==> src/rtl/frd_pkg.sv <==
package frd_pkg;

  localparam logic [7:0] MAGIC_BYTE = 8'hAA;
  localparam int unsigned HDR_SLACK = 10;

  localparam logic [2:0] ST_OK    = 3'd0;
  localparam logic [2:0] ST_MAGIC = 3'd1;
  localparam logic [2:0] ST_LEN   = 3'd2;
  localparam logic [2:0] ST_SUM   = 3'd3;
  localparam logic [2:0] ST_REQ   = 3'd4;

  localparam logic [1:0] REG_READ_MODE   = 2'd0;
  localparam logic [1:0] REG_REQUESTED   = 2'd1;
  localparam logic [1:0] REG_BLOCK_COUNT = 2'd2;

  typedef enum logic [1:0] {
    K_DATA,
    K_START,
    K_BAD_REQ,
    K_BAD_MAGIC
  } kind_e;

  typedef enum logic [2:0] {
    PH_IDLE,
    PH_LEN_LO,
    PH_LEN_HI,
    PH_SUM,
    PH_PAYLOAD
  } phase_e;

  typedef struct packed {
    kind_e      kind;
    logic [7:0] data;
  } item_t;

endpackage

==> src/rtl/frd_front.sv <==
module frd_front #(
  parameter int BLOCK_BYTES = 4096
) (
  input  logic                 in_valid_i,
  output logic                 in_stall_o,
  input  logic [7:0]           rec_byte_i,
  input  logic                 record_start_i,
  input  logic [19:0]          requested_len_i,
  input  logic [7:0]           block_count_i,
  input  logic                 q_full_i,
  output logic                 push_o,
  output frd_pkg::item_t       item_o
);
  import frd_pkg::*;

  localparam int LimW = $clog2(BLOCK_BYTES) + 9;
  localparam int CmpW = (LimW > 22) ? LimW : 22;

  logic [CmpW-1:0] limit;
  logic [CmpW-1:0] req_need;
  logic            bad_req;

  // limit of the record area: block size times block count
  assign limit    = CmpW'(BLOCK_BYTES) * {{(CmpW-8){1'b0}}, block_count_i};
  assign req_need = {{(CmpW-20){1'b0}}, requested_len_i} + CmpW'(HDR_SLACK);
  assign bad_req  = (block_count_i == 8'd0) || (requested_len_i == 20'd0) ||
                    (req_need > limit);

  always_comb begin
    item_o.data = rec_byte_i;
    if (!record_start_i) begin
      item_o.kind = K_DATA;
    end else if (bad_req) begin
      item_o.kind = K_BAD_REQ;
    end else if (rec_byte_i != MAGIC_BYTE) begin
      item_o.kind = K_BAD_MAGIC;
    end else begin
      item_o.kind = K_START;
    end
  end

  assign in_stall_o = q_full_i;
  assign push_o     = in_valid_i && !q_full_i;

endmodule

==> src/rtl/frd_queue.sv <==
module frd_queue (
  input  logic           clk_i,
  input  logic           rst_ni,
  input  logic           push_i,
  input  frd_pkg::item_t push_item_i,
  output logic           full_o,
  output logic           not_empty_o,
  input  logic           pop_i,
  output frd_pkg::item_t pop_item_o
);
  import frd_pkg::*;

  item_t      mem_q [2];
  logic       wr_ptr_q, wr_ptr_d;
  logic       rd_ptr_q, rd_ptr_d;
  logic [1:0] count_q, count_d;

  assign full_o      = (count_q == 2'd2);
  assign not_empty_o = (count_q != 2'd0);
  assign pop_item_o  = mem_q[rd_ptr_q];

  always_comb begin
    wr_ptr_d = push_i ? ~wr_ptr_q : wr_ptr_q;
    rd_ptr_d = pop_i ? ~rd_ptr_q : rd_ptr_q;
    count_d  = count_q + {1'b0, push_i} - {1'b0, pop_i};
  end

  always_ff @(posedge clk_i or negedge rst_ni) begin
    if (!rst_ni) begin
      wr_ptr_q <= 1'b0;
      rd_ptr_q <= 1'b0;
      count_q  <= 2'd0;
    end else begin
      wr_ptr_q <= wr_ptr_d;
      rd_ptr_q <= rd_ptr_d;
      count_q  <= count_d;
    end
  end

  always_ff @(posedge clk_i) begin
    if (push_i) begin
      mem_q[wr_ptr_q] <= push_item_i;
    end
  end

endmodule

==> src/rtl/frd_back.sv <==
module frd_back #(
  parameter int BLOCK_BYTES = 4096
) (
  input  logic           clk_i,
  input  logic           rst_ni,
  input  logic           q_not_empty_i,
  input  frd_pkg::item_t item_i,
  output logic           pop_o,
  input  logic           read_mode_i,
  input  logic [19:0]    requested_len_i,
  output logic           out_valid_o,
  input  logic           out_stall_i,
  output logic [7:0]     out_byte_o,
  output logic           out_byte_valid_o,
  output logic           done_res_o,
  output logic [2:0]     status_o,
  output logic [11:0]    payload_len_o
);
  import frd_pkg::*;

  localparam int RecW    = $clog2(BLOCK_BYTES - 9);
  localparam int BbW     = $clog2(BLOCK_BYTES + 1);
  localparam int LenCmpW = ((BbW > 17) ? BbW : 17) + 1;

  phase_e          state_q, state_d;
  logic [7:0]      len_lo_q, len_lo_d;
  logic [RecW-1:0] rec_len_q, rec_len_d;
  logic [RecW-1:0] cnt_q, cnt_d;
  logic [7:0]      stored_sum_q, stored_sum_d;
  logic [7:0]      run_sum_q, run_sum_d;

  logic            out_valid_q;
  logic [7:0]      out_byte_q, out_byte_d;
  logic            out_bv_q, out_bv_d;
  logic            done_q, done_d;
  logic [2:0]      status_q, status_d;
  logic [11:0]     plen_q, plen_d;

  logic [15:0]        len16;
  logic [LenCmpW-1:0] len_need;
  logic               len_err;
  logic [RecW-1:0]    cnt_nx;
  logic [7:0]         sum_nx;
  logic               keep;
  logic [15:0]        rec_len16;

  assign pop_o = q_not_empty_i && (!out_valid_q || !out_stall_i);

  assign len16     = {item_i.data, len_lo_q};
  assign len_need  = LenCmpW'(len16) + LenCmpW'(HDR_SLACK);
  assign len_err   = (len_need > LenCmpW'(BLOCK_BYTES)) ||
                     (read_mode_i && ({4'd0, len16} > requested_len_i));
  assign cnt_nx    = cnt_q + 1'b1;
  assign sum_nx    = run_sum_q + item_i.data;
  assign keep      = read_mode_i || (20'(cnt_q) < requested_len_i);
  assign rec_len16 = 16'(rec_len_q);

  always_comb begin
    state_d      = state_q;
    len_lo_d     = len_lo_q;
    rec_len_d    = rec_len_q;
    cnt_d        = cnt_q;
    stored_sum_d = stored_sum_q;
    run_sum_d    = run_sum_q;
    out_byte_d   = 8'd0;
    out_bv_d     = 1'b0;
    done_d       = 1'b0;
    status_d     = ST_OK;
    plen_d       = 12'd0;
    case (item_i.kind)
      K_BAD_REQ: begin
        state_d  = PH_IDLE;
        done_d   = 1'b1;
        status_d = ST_REQ;
      end
      K_BAD_MAGIC: begin
        state_d  = PH_IDLE;
        done_d   = 1'b1;
        status_d = ST_MAGIC;
      end
      K_START: begin
        // a new header aborts whatever record was in progress
        state_d = PH_LEN_LO;
      end
      K_DATA: begin
        case (state_q)
          PH_LEN_LO: begin
            len_lo_d = item_i.data;
            state_d  = PH_LEN_HI;
          end
          PH_LEN_HI: begin
            if (len_err) begin
              state_d  = PH_IDLE;
              done_d   = 1'b1;
              status_d = ST_LEN;
            end else begin
              rec_len_d = len16[RecW-1:0];
              state_d   = PH_SUM;
            end
          end
          PH_SUM: begin
            stored_sum_d = item_i.data;
            run_sum_d    = 8'd0;
            cnt_d        = '0;
            if (rec_len_q == '0) begin
              state_d  = PH_IDLE;
              done_d   = 1'b1;
              status_d = (item_i.data == 8'd0) ? ST_OK : ST_SUM;
            end else begin
              state_d = PH_PAYLOAD;
            end
          end
          PH_PAYLOAD: begin
            run_sum_d  = sum_nx;
            cnt_d      = cnt_nx;
            out_byte_d = keep ? item_i.data : 8'd0;
            out_bv_d   = keep;
            if (cnt_nx == rec_len_q) begin
              state_d  = PH_IDLE;
              done_d   = 1'b1;
              status_d = (sum_nx == stored_sum_q) ? ST_OK : ST_SUM;
              plen_d   = rec_len16[11:0];
            end
          end
          default: begin
            // padding between records: drop it with an empty beat
            state_d = PH_IDLE;
          end
        endcase
      end
      default: begin
        state_d = PH_IDLE;
      end
    endcase
  end

  always_ff @(posedge clk_i or negedge rst_ni) begin
    if (!rst_ni) begin
      state_q      <= PH_IDLE;
      len_lo_q     <= 8'd0;
      rec_len_q    <= '0;
      cnt_q        <= '0;
      stored_sum_q <= 8'd0;
      run_sum_q    <= 8'd0;
    end else if (pop_o) begin
      state_q      <= state_d;
      len_lo_q     <= len_lo_d;
      rec_len_q    <= rec_len_d;
      cnt_q        <= cnt_d;
      stored_sum_q <= stored_sum_d;
      run_sum_q    <= run_sum_d;
    end
  end

  always_ff @(posedge clk_i or negedge rst_ni) begin
    if (!rst_ni) begin
      out_valid_q <= 1'b0;
    end else if (pop_o) begin
      out_valid_q <= 1'b1;
    end else if (!out_stall_i) begin
      out_valid_q <= 1'b0;
    end
  end

  always_ff @(posedge clk_i) begin
    if (pop_o) begin
      out_byte_q <= out_byte_d;
      out_bv_q   <= out_bv_d;
      done_q     <= done_d;
      status_q   <= status_d;
      plen_q     <= plen_d;
    end
  end

  assign out_valid_o      = out_valid_q;
  assign out_byte_o       = out_byte_q;
  assign out_byte_valid_o = out_bv_q;
  assign done_res_o       = done_q;
  assign status_o         = status_q;
  assign payload_len_o    = plen_q;

endmodule

==> src/rtl/flash_record_deframer_core.sv <==
// Record deframer: takes one stored byte per beat (magic 0xAA, length low,
// length high, additive checksum, payload) and returns exactly one result
// beat per input beat. It sustains one byte per clock cycle while the output
// is not stalled; a byte accepted at the input is written into the
// two-entry queue between the classifier and the record state machine, and
// from there moves through the record state machine into the output register
// once that register is free. The input stalls only when that queue is full.
// Payload bytes are forwarded as they arrive, so a consumer discards them
// when the final beat (done_res_o) carries a nonzero status. Registers (APB,
// 32-bit): 0x0 read_mode, 0x4 requested_len, 0x8 block_count; write them
// only while no record is in flight.
module flash_record_deframer_core #(
  parameter int BLOCK_BYTES = 4096
) (
  input  logic        clk_i,
  input  logic        rst_ni,
  input  logic        psel,
  input  logic        penable,
  input  logic        pwrite,
  input  logic [3:0]  paddr,
  input  logic [31:0] pwdata,
  output logic [31:0] prdata,
  output logic        pready,
  input  logic        in_valid_i,
  output logic        in_stall_o,
  input  logic [7:0]  rec_byte_i,
  input  logic        record_start_i,
  output logic        out_valid_o,
  input  logic        out_stall_i,
  output logic [7:0]  out_byte_o,
  output logic        out_byte_valid_o,
  output logic        done_res_o,
  output logic [2:0]  status_o,
  output logic [11:0] payload_len_o
);
  import frd_pkg::*;

  logic        read_mode_q;
  logic [19:0] requested_len_q;
  logic [7:0]  block_count_q;
  logic        cfg_wr;

  logic  push;
  item_t push_item;
  logic  q_full;
  logic  q_not_empty;
  logic  pop;
  item_t pop_item;

  assign pready = 1'b1;
  assign cfg_wr = psel && penable && pwrite;

  always_ff @(posedge clk_i or negedge rst_ni) begin
    if (!rst_ni) begin
      read_mode_q     <= 1'b0;
      requested_len_q <= 20'd0;
      block_count_q   <= 8'd1;
    end else if (cfg_wr) begin
      case (paddr[3:2])
        REG_READ_MODE:   read_mode_q     <= pwdata[0];
        REG_REQUESTED:   requested_len_q <= pwdata[19:0];
        REG_BLOCK_COUNT: block_count_q   <= pwdata[7:0];
        default: ;
      endcase
    end
  end

  always_comb begin
    case (paddr[3:2])
      REG_READ_MODE:   prdata = {31'd0, read_mode_q};
      REG_REQUESTED:   prdata = {12'd0, requested_len_q};
      REG_BLOCK_COUNT: prdata = {24'd0, block_count_q};
      default:         prdata = 32'd0;
    endcase
  end

  frd_front #(
    .BLOCK_BYTES(BLOCK_BYTES)
  ) u_front (
    .in_valid_i      (in_valid_i),
    .in_stall_o      (in_stall_o),
    .rec_byte_i      (rec_byte_i),
    .record_start_i  (record_start_i),
    .requested_len_i (requested_len_q),
    .block_count_i   (block_count_q),
    .q_full_i        (q_full),
    .push_o          (push),
    .item_o          (push_item)
  );

  frd_queue u_queue (
    .clk_i       (clk_i),
    .rst_ni      (rst_ni),
    .push_i      (push),
    .push_item_i (push_item),
    .full_o      (q_full),
    .not_empty_o (q_not_empty),
    .pop_i       (pop),
    .pop_item_o  (pop_item)
  );

  frd_back #(
    .BLOCK_BYTES(BLOCK_BYTES)
  ) u_back (
    .clk_i            (clk_i),
    .rst_ni           (rst_ni),
    .q_not_empty_i    (q_not_empty),
    .item_i           (pop_item),
    .pop_o            (pop),
    .read_mode_i      (read_mode_q),
    .requested_len_i  (requested_len_q),
    .out_valid_o      (out_valid_o),
    .out_stall_i      (out_stall_i),
    .out_byte_o       (out_byte_o),
    .out_byte_valid_o (out_byte_valid_o),
    .done_res_o       (done_res_o),
    .status_o         (status_o),
    .payload_len_o    (payload_len_o)
  );

  a_no_push_when_full: assert property (@(posedge clk_i) disable iff (!rst_ni)
    q_full |-> !push)
    else $error("queue written while full");

  a_status_only_at_done: assert property (@(posedge clk_i) disable iff (!rst_ni)
    out_valid_o && !done_res_o |-> status_o == ST_OK && payload_len_o == 12'd0)
    else $error("status or length shown before end of record");

  a_dropped_byte_zero: assert property (@(posedge clk_i) disable iff (!rst_ni)
    out_valid_o && !out_byte_valid_o |-> out_byte_o == 8'd0)
    else $error("byte shown without byte valid");

  a_pop_needs_room: assert property (@(posedge clk_i) disable iff (!rst_ni)
    out_valid_o && out_stall_i |-> !pop)
    else $error("result overwritten while stalled");

endmodule

==> config.mk <==
export PLATFORM = sky130hd
export DESIGN_NAME = flash_record_deframer_core
export DESIGN_NICKNAME = d
export VERILOG_FILES = /design/src/rtl/frd_pkg.sv /design/src/rtl/frd_front.sv /design/src/rtl/frd_queue.sv /design/src/rtl/frd_back.sv /design/src/rtl/flash_record_deframer_core.sv
export SDC_FILE = /design/constraint.sdc
export NUM_CORES = 1
export LEC_CHECK = 0
export ABC_AREA = 1
export BUFFER_PORTS_ARGS = -buffer_cell sky130_fd_sc_hd__buf_2
export CAP_MARGIN = 20
export CORE_MARGIN = 2
export CORE_UTILIZATION = 30
export CTS_BUF_LIST = sky130_fd_sc_hd__clkbuf_16
export DETAILED_ROUTE_END_ITERATION = 10
export PLACE_DENSITY = 0.43
export SLEW_MARGIN = 40
export SYNTH_ARGS = -nofsm -noshare
export SYNTH_HDL_FRONTEND = slang
export SYNTH_SLANG_ARGS = --single-unit
==> constraint.sdc <==
create_clock -name clk_i -period 8.1 [get_ports clk_i]
set_clock_uncertainty 0.05 [all_clocks]
set_input_delay 1.62 -clock clk_i [delete_from_list [all_inputs] [get_ports clk_i]]
set_output_delay 1.62 -clock clk_i [all_outputs]
set_load 0.005 [all_outputs]
======== Word-level counts from Yosys, hierarchy flattened ========
Memories as Yosys holds them, arrays and structs flattened.
Index checks and enable logic that the tools add are counted.
word-level totals
  register bits after elaboration ......... 110
  latch bits .............................. 0
  RAM bits ................................ 20
  memory bits (read-only) ................. 0
  input bits .............................. 52
  output and inout bits ................... 60
  word-level logic and storage cells ...... 107
  memories ................................ 1
cells by class
  add/sub/neg operators ................... 6
  $mul .................................... 0
  div/mod/pow operators ................... 0
  $lt $le $gt $ge ......................... 4
  eq/ne operators ......................... 15
  shifts and indexed selects .............. 0
  multiplexer cells ....................... 27
  bitwise gates (word level) .............. 3
  reductions and logical operators ........ 33
memories
  memory         depth  bits a word  rd ports  clocked after Yosys merged registers in  write ports  RTL line         source
  u_queue.mem_q  2      10           1         0                                        1            frd_queue.sv:13  item_t mem_q [2];
operators with widths
  cell                                                                                number
  20-bit one-hot mux with 3 select lines                                              1
  3-bit one-hot mux with 3 select lines                                               3
  12-bit one-hot mux with 2 select lines                                              1
  22-bit by 20-bit greater-than comparator with 1-bit output                          1
  20-bit by 4-bit adder with 21-bit output (second input constant)                    1
  16-bit by 20-bit greater-than comparator with 1-bit output                          1
  20-bit logical NOT                                                                  1
  12-bit by 20-bit less-than comparator with 1-bit output                             1
  18-bit by 13-bit greater-than comparator with 1-bit output (second input constant)  1
  16-bit by 4-bit adder with 17-bit output (second input constant)                    1
  8-bit logical NOT                                                                   2
  8-bit one-hot mux with 2 select lines                                               1
  3-bit AND reduction                                                                 5
  2-bit 2-to-1 mux                                                                    7
  12-bit by 1-bit adder with 12-bit output (second input constant)                    1
  12-bit == test                                                                      1
  12-bit logical NOT                                                                  1
  3-bit 2-to-1 mux                                                                    4
  3-bit one-hot mux with 4 select lines                                               1
  2-bit AND reduction                                                                 5
  8-bit adder                                                                         1
  2-bit == test (second input constant)                                               4
  8-bit == test                                                                       1
  8-bit != test (second input constant)                                               1
  other kinds (19)                                                                    41

======== Depth between registers and ports, before layout ========
An unclocked memory read counts as a cell.
  word-level depth ........................ 7
  gate-level depth with buffers ........... 21
  gate-level depth less buffers ........... 21

======== By module ========
Synthesis repeated with hierarchy kept, for this count alone.
unflattened totals
  cells, all modules ...................... 1,104
  area, all modules ....................... 8,394.3 µm²
modules (own cells, without submodules)
  module                      instances  cells an instance  area an instance (µm²)  sequential area each (µm²)
  frd_back                    1          663                5,048.6                 2,052.0
  flash_record_deframer_core  1          201                1,493.9                 726.9
  frd_queue                   1          77                 993.5                   700.7
  frd_front                   1          163                858.3                   0.0

======== Worst setup path before layout ========
Ideal clock, no wire load.
  path kind ............................... input-to-output
  start ................................... input port paddr[3]
  end ..................................... output port prdata[0]
  data arrival time ....................... 2.161 ns
  data required time ...................... 6.430 ns
  slack ................................... 4.269 ns
  cell stages on the path ................. 4
  buffers on the path ..................... 1
  cells stage by stage .................... inv_1 > nand2_1 > clkbuf_1 > o211ai_1
on the way
  longest elaborated chain between the ends .. 2
  elaborated cells on any way between the ends .. 4
  those cells by class .................... eq/ne (2); mux (1); reduce/logical (1)
ends and longest elaborated chain
  item                                      RTL line                          source
  start, declared                           flash_record_deframer_core.sv:20  input logic [3:0] paddr,
  2-bit == test (tied with other cells)     flash_record_deframer_core.sv:69  case (paddr[3:2])
  20-bit one-hot mux with 3 select lines *  flash_record_deframer_core.sv:69
  end, declared                             flash_record_deframer_core.sv:22  output logic [31:0] prdata,
Every way passes the cells marked *; elsewhere a longest branch is shown, timed or not.

======== Worst setup path after layout ========
  start ................................... input port paddr[3]
  end ..................................... output port prdata[1]
Same word-level chain as after synthesis.

==> impl_metrics.csv <==
group,metric,value,unit
status,status,"complete, no violations",
grt,overflow,0,
routing,antenna_left,0,
routing,first_pass_iters,5,
clocking,ctsResizeCount,0,
clocking,cts_tree,"done",
clocking,clock_tree.root_cell,"clkbuf_16",
critical_path,slowest_stage,"nand2_1",
cells_and_area,area_delta_synth_final,16.5,%
synth,synth_fa_ha_area_frac,0.0756,
critical_path,crit_chain,"buf_2 -> inv_1 -> nand2_1 -> o22ai_1 -> buf_2",
routing,route.detailed.drc,0,
synth,synth_compound_area_frac,0.0955,
critical_path,crit_top_cell,"buf_2",
clocking,cts_hold_buffers,0,
synth,ys_types,50,
cells_and_area,layoutNonFillerInstCount,1456,
synth,yosys_warnings,0,
sta,period_share,0.538,
synth,yosys_register_bits,130,
synth,synthArstFlopShare,0.654,
synth,synth_top_family_by_area,"simple AND/OR/NAND/NOR gates",
routing,drt-total-wl,23300,um
synth,synthCells,1019,
power_and_ir_drop,p_per_area,300,nW/um^2
critical_path,cp_num_cells,5,
place,io_buffers,84,
critical_path,r2r_setup_slack,4170,ps
grt,antenna_found_initial,0,
place,dp.cells,1424,
synth,syn_area_per_cell,7.89,sq um
synth,synth_edf_count,45,
min_path,hold_class,"register to register",
place,place_ws,3750,ps
critical_path,max_stage_delay,380,ps
clocking,cts_sinks,130,
power_and_ir_drop,max-vdd-ir-drop,105,uV
synth,synth_ff_type,"dfrtp_1",
critical_path,cp_max_fo,21,
critical_path,reg2reg_depth,18,
synth,syn_area,8040,sq um
die,core_region_area,26200,sq um
cells_and_area,antenna_cells,0,
die,initial_core_util,0.307,
sta,setup_viol_count_final,0,
routing,via_per_inst,4.71,
sta,worstMarginPinSlew,867,ps
critical_path,end_kind,"primary output",
routing,wl_per_cell,16.0,um
die,die_w,168,um
grt,grt_max_degree,66,
sta,tns,0,ps
clocking,path_clk_slew,60,ps
cells_and_area,num-fill-cells,2842,
critical_path,startpoint_type,"input pin",
critical_path,crit_arrival,2690,ps
die,die_y,168,um
die,die_area,28100,sq um
routing,drtIter0Drc,338,
clocking,post_cts_buffers,0,
cells_and_area,layout_commonest_cell,"nand2_1",
grt,grt_pass1_vias,6560,
cells_and_area,nets,1208,
clocking,numCtsBuffers,17,
sta,slew_viol_final,0,
clocking,clock_path_buffers,2,
min_path,whs_path_depth,2,
synth,synth-simple-area-share,0.284,
grt,grt_pass1_wl,36900,um
grt,track_usage,0.170,
sta,finalCriticalPeriod,4360,ps
routing,num_vias,6858,
run,drv_cap,0,
clocking,clk_latency,430,ps
critical_path,crit_family,"simple AND/OR/NAND/NOR gates",
die,core.rowCount,59,
cells_and_area,layout-drive-gt1-share,0.141,
synth,synth-xor-area-share,0.0181,
synth,ys_seq_area_frac,0.433,
sta,hold_violations,0,
critical_path,criticalPathCategory,"input pin to primary output",
place,dpl.hpwl,17300,um
sta,rsz0062_at_grt,"no",
power_and_ir_drop,p_leak,4.68,nW
cells_and_area,final_cell_mix,"nand2_1, inv_1, nor2_1",
sta,setup_slack,3740,ps
critical_path,path_buf_inv,3,
place,place.gp.congestion,0.842,
cells_and_area,final_util,0.357,
die,ioPinCount,112,
sta,max_freq,230,MHz
sta,max_slew_margin,0.416,
critical_path,required,6430,ps
clocking,h-tree-depth,4,
synth,muxShareOfSynthArea,0,
[routing by layer]
metal  vias up  GRT usage  wire length [um]
met5         -          0                 0
met4         0     0.0386               161
met3         8     0.0303               861
met2       148      0.268             10200
met1      3194      0.244             12100
li1       3508          -                 -
[metrics by stage]
step                      area (sq um)  power, mW  hold WS, ps
after global placement            8760       2.02          430
after floorplan                   8080       1.66          422
after global routing              9360       3.03          495
after CTS                         9360       2.85          449
after detailed placement          8760       2.03          435
final                             9360       2.81          445
[power breakdown]
group / total (mW) / switching [mW] / internal [mW] / leakage (nW)
sequential: 0.985 / 0.125 / 0.860 / 1.45
clock: 0.808 / 0.344 / 0.464 / 0.288
combinational: 1.02 / 0.679 / 0.339 / 2.94
total: 2.81 / 1.15 / 1.66 / 4.68
[tightest hold or removal path, stage by stage, from the launching register on]
cell,delay [ps]
dfrtp_1,340
nand2_1,70
nand2_1,60
[cells in the mapped netlist (all sizes together) (2+ instances only)]
| library cell | count | area (sq um) |
|---|---|---|
| nand2 | 279 | 1060 |
| inv | 143 | 542 |
| nor2 | 107 | 464 |
| dfrtp | 84 | 2100 |
| nand3 | 80 | 405 |
| o21ai | 63 | 334 |
| ha | 47 | 588 |
| edfxtp | 45 | 1350 |
| a21oi | 35 | 175 |
| nand4 | 28 | 175 |
| buf | 21 | 174 |
| o22ai | 16 | 150 |
| xor2 | 11 | 96.3 |
| nor3 | 10 | 50.1 |
| clkbuf | 9 | 33.8 |
| nor4 | 7 | 43.8 |
| nand3b | 6 | 45.0 |
| or2 | 4 | 25.0 |
| o211ai | 3 | 22.5 |
| xnor2 | 3 | 26.3 |
| a211oi | 2 | 15.0 |
| a21boi | 2 | 15.0 |
| conb | 2 | 7.51 |
[worst paths after layout]
| path | from | end |
|---|---|---|
| max | paddr[3] | prdata[1] |
| min | u_back.out_valid_o | u_back.out_valid_o |
| max reg2reg | u_queue.rd_ptr_q | u_back.rec_len_q[6] |
| min reg2reg | u_back.out_valid_o | u_back.out_valid_o |
| max in group asynchronous | rst_ni | u_back.len_lo_q[5] |
| min in group asynchronous | rst_ni | block_count_q[4] |
[flip-flops by register name, indices dropped and copies added (netlist names), 2 cells and up]
name                  flops
requested_len_q          20
u_back.len_lo_q           8
u_back.out_byte_o         8
u_queue.mem_q            20
u_back.run_sum_q          8
u_queue.count_q           2
u_back.cnt_q             12
u_back.status_o           3
u_back.rec_len_q         12
u_back.payload_len_o     12
u_back.stored_sum_q       8
block_count_q             8
u_back.state_q            3
[cell families (layout without fill, tap and decap cells)]
logic type                 count (synthesis)  count (layout)
DFF                                      130             130
and+or+nand+nor                          523             523
adders and majority gates                 48              48
xor gates and xnor gates                  15              15
AOI/OAI and AO/OA                        128             128
other                                      2              13
buffers and inverters                    173             264
[cell type report]
class / count / area, sq um / area share
Inverter: 143 / 542 / 0.0579
Multi-Input combinational cell: 727 / 3860 / 0.412
Sequential cell: 130 / 3480 / 0.372
Timing Repair Buffer: 89 / 464 / 0.0496
Tap cell: 335 / 419 / 0.0448
Clock buffer: 17 / 425 / 0.0454
Clock inverter: 15 / 174 / 0.0186
(Power assumes the default switching activity.)
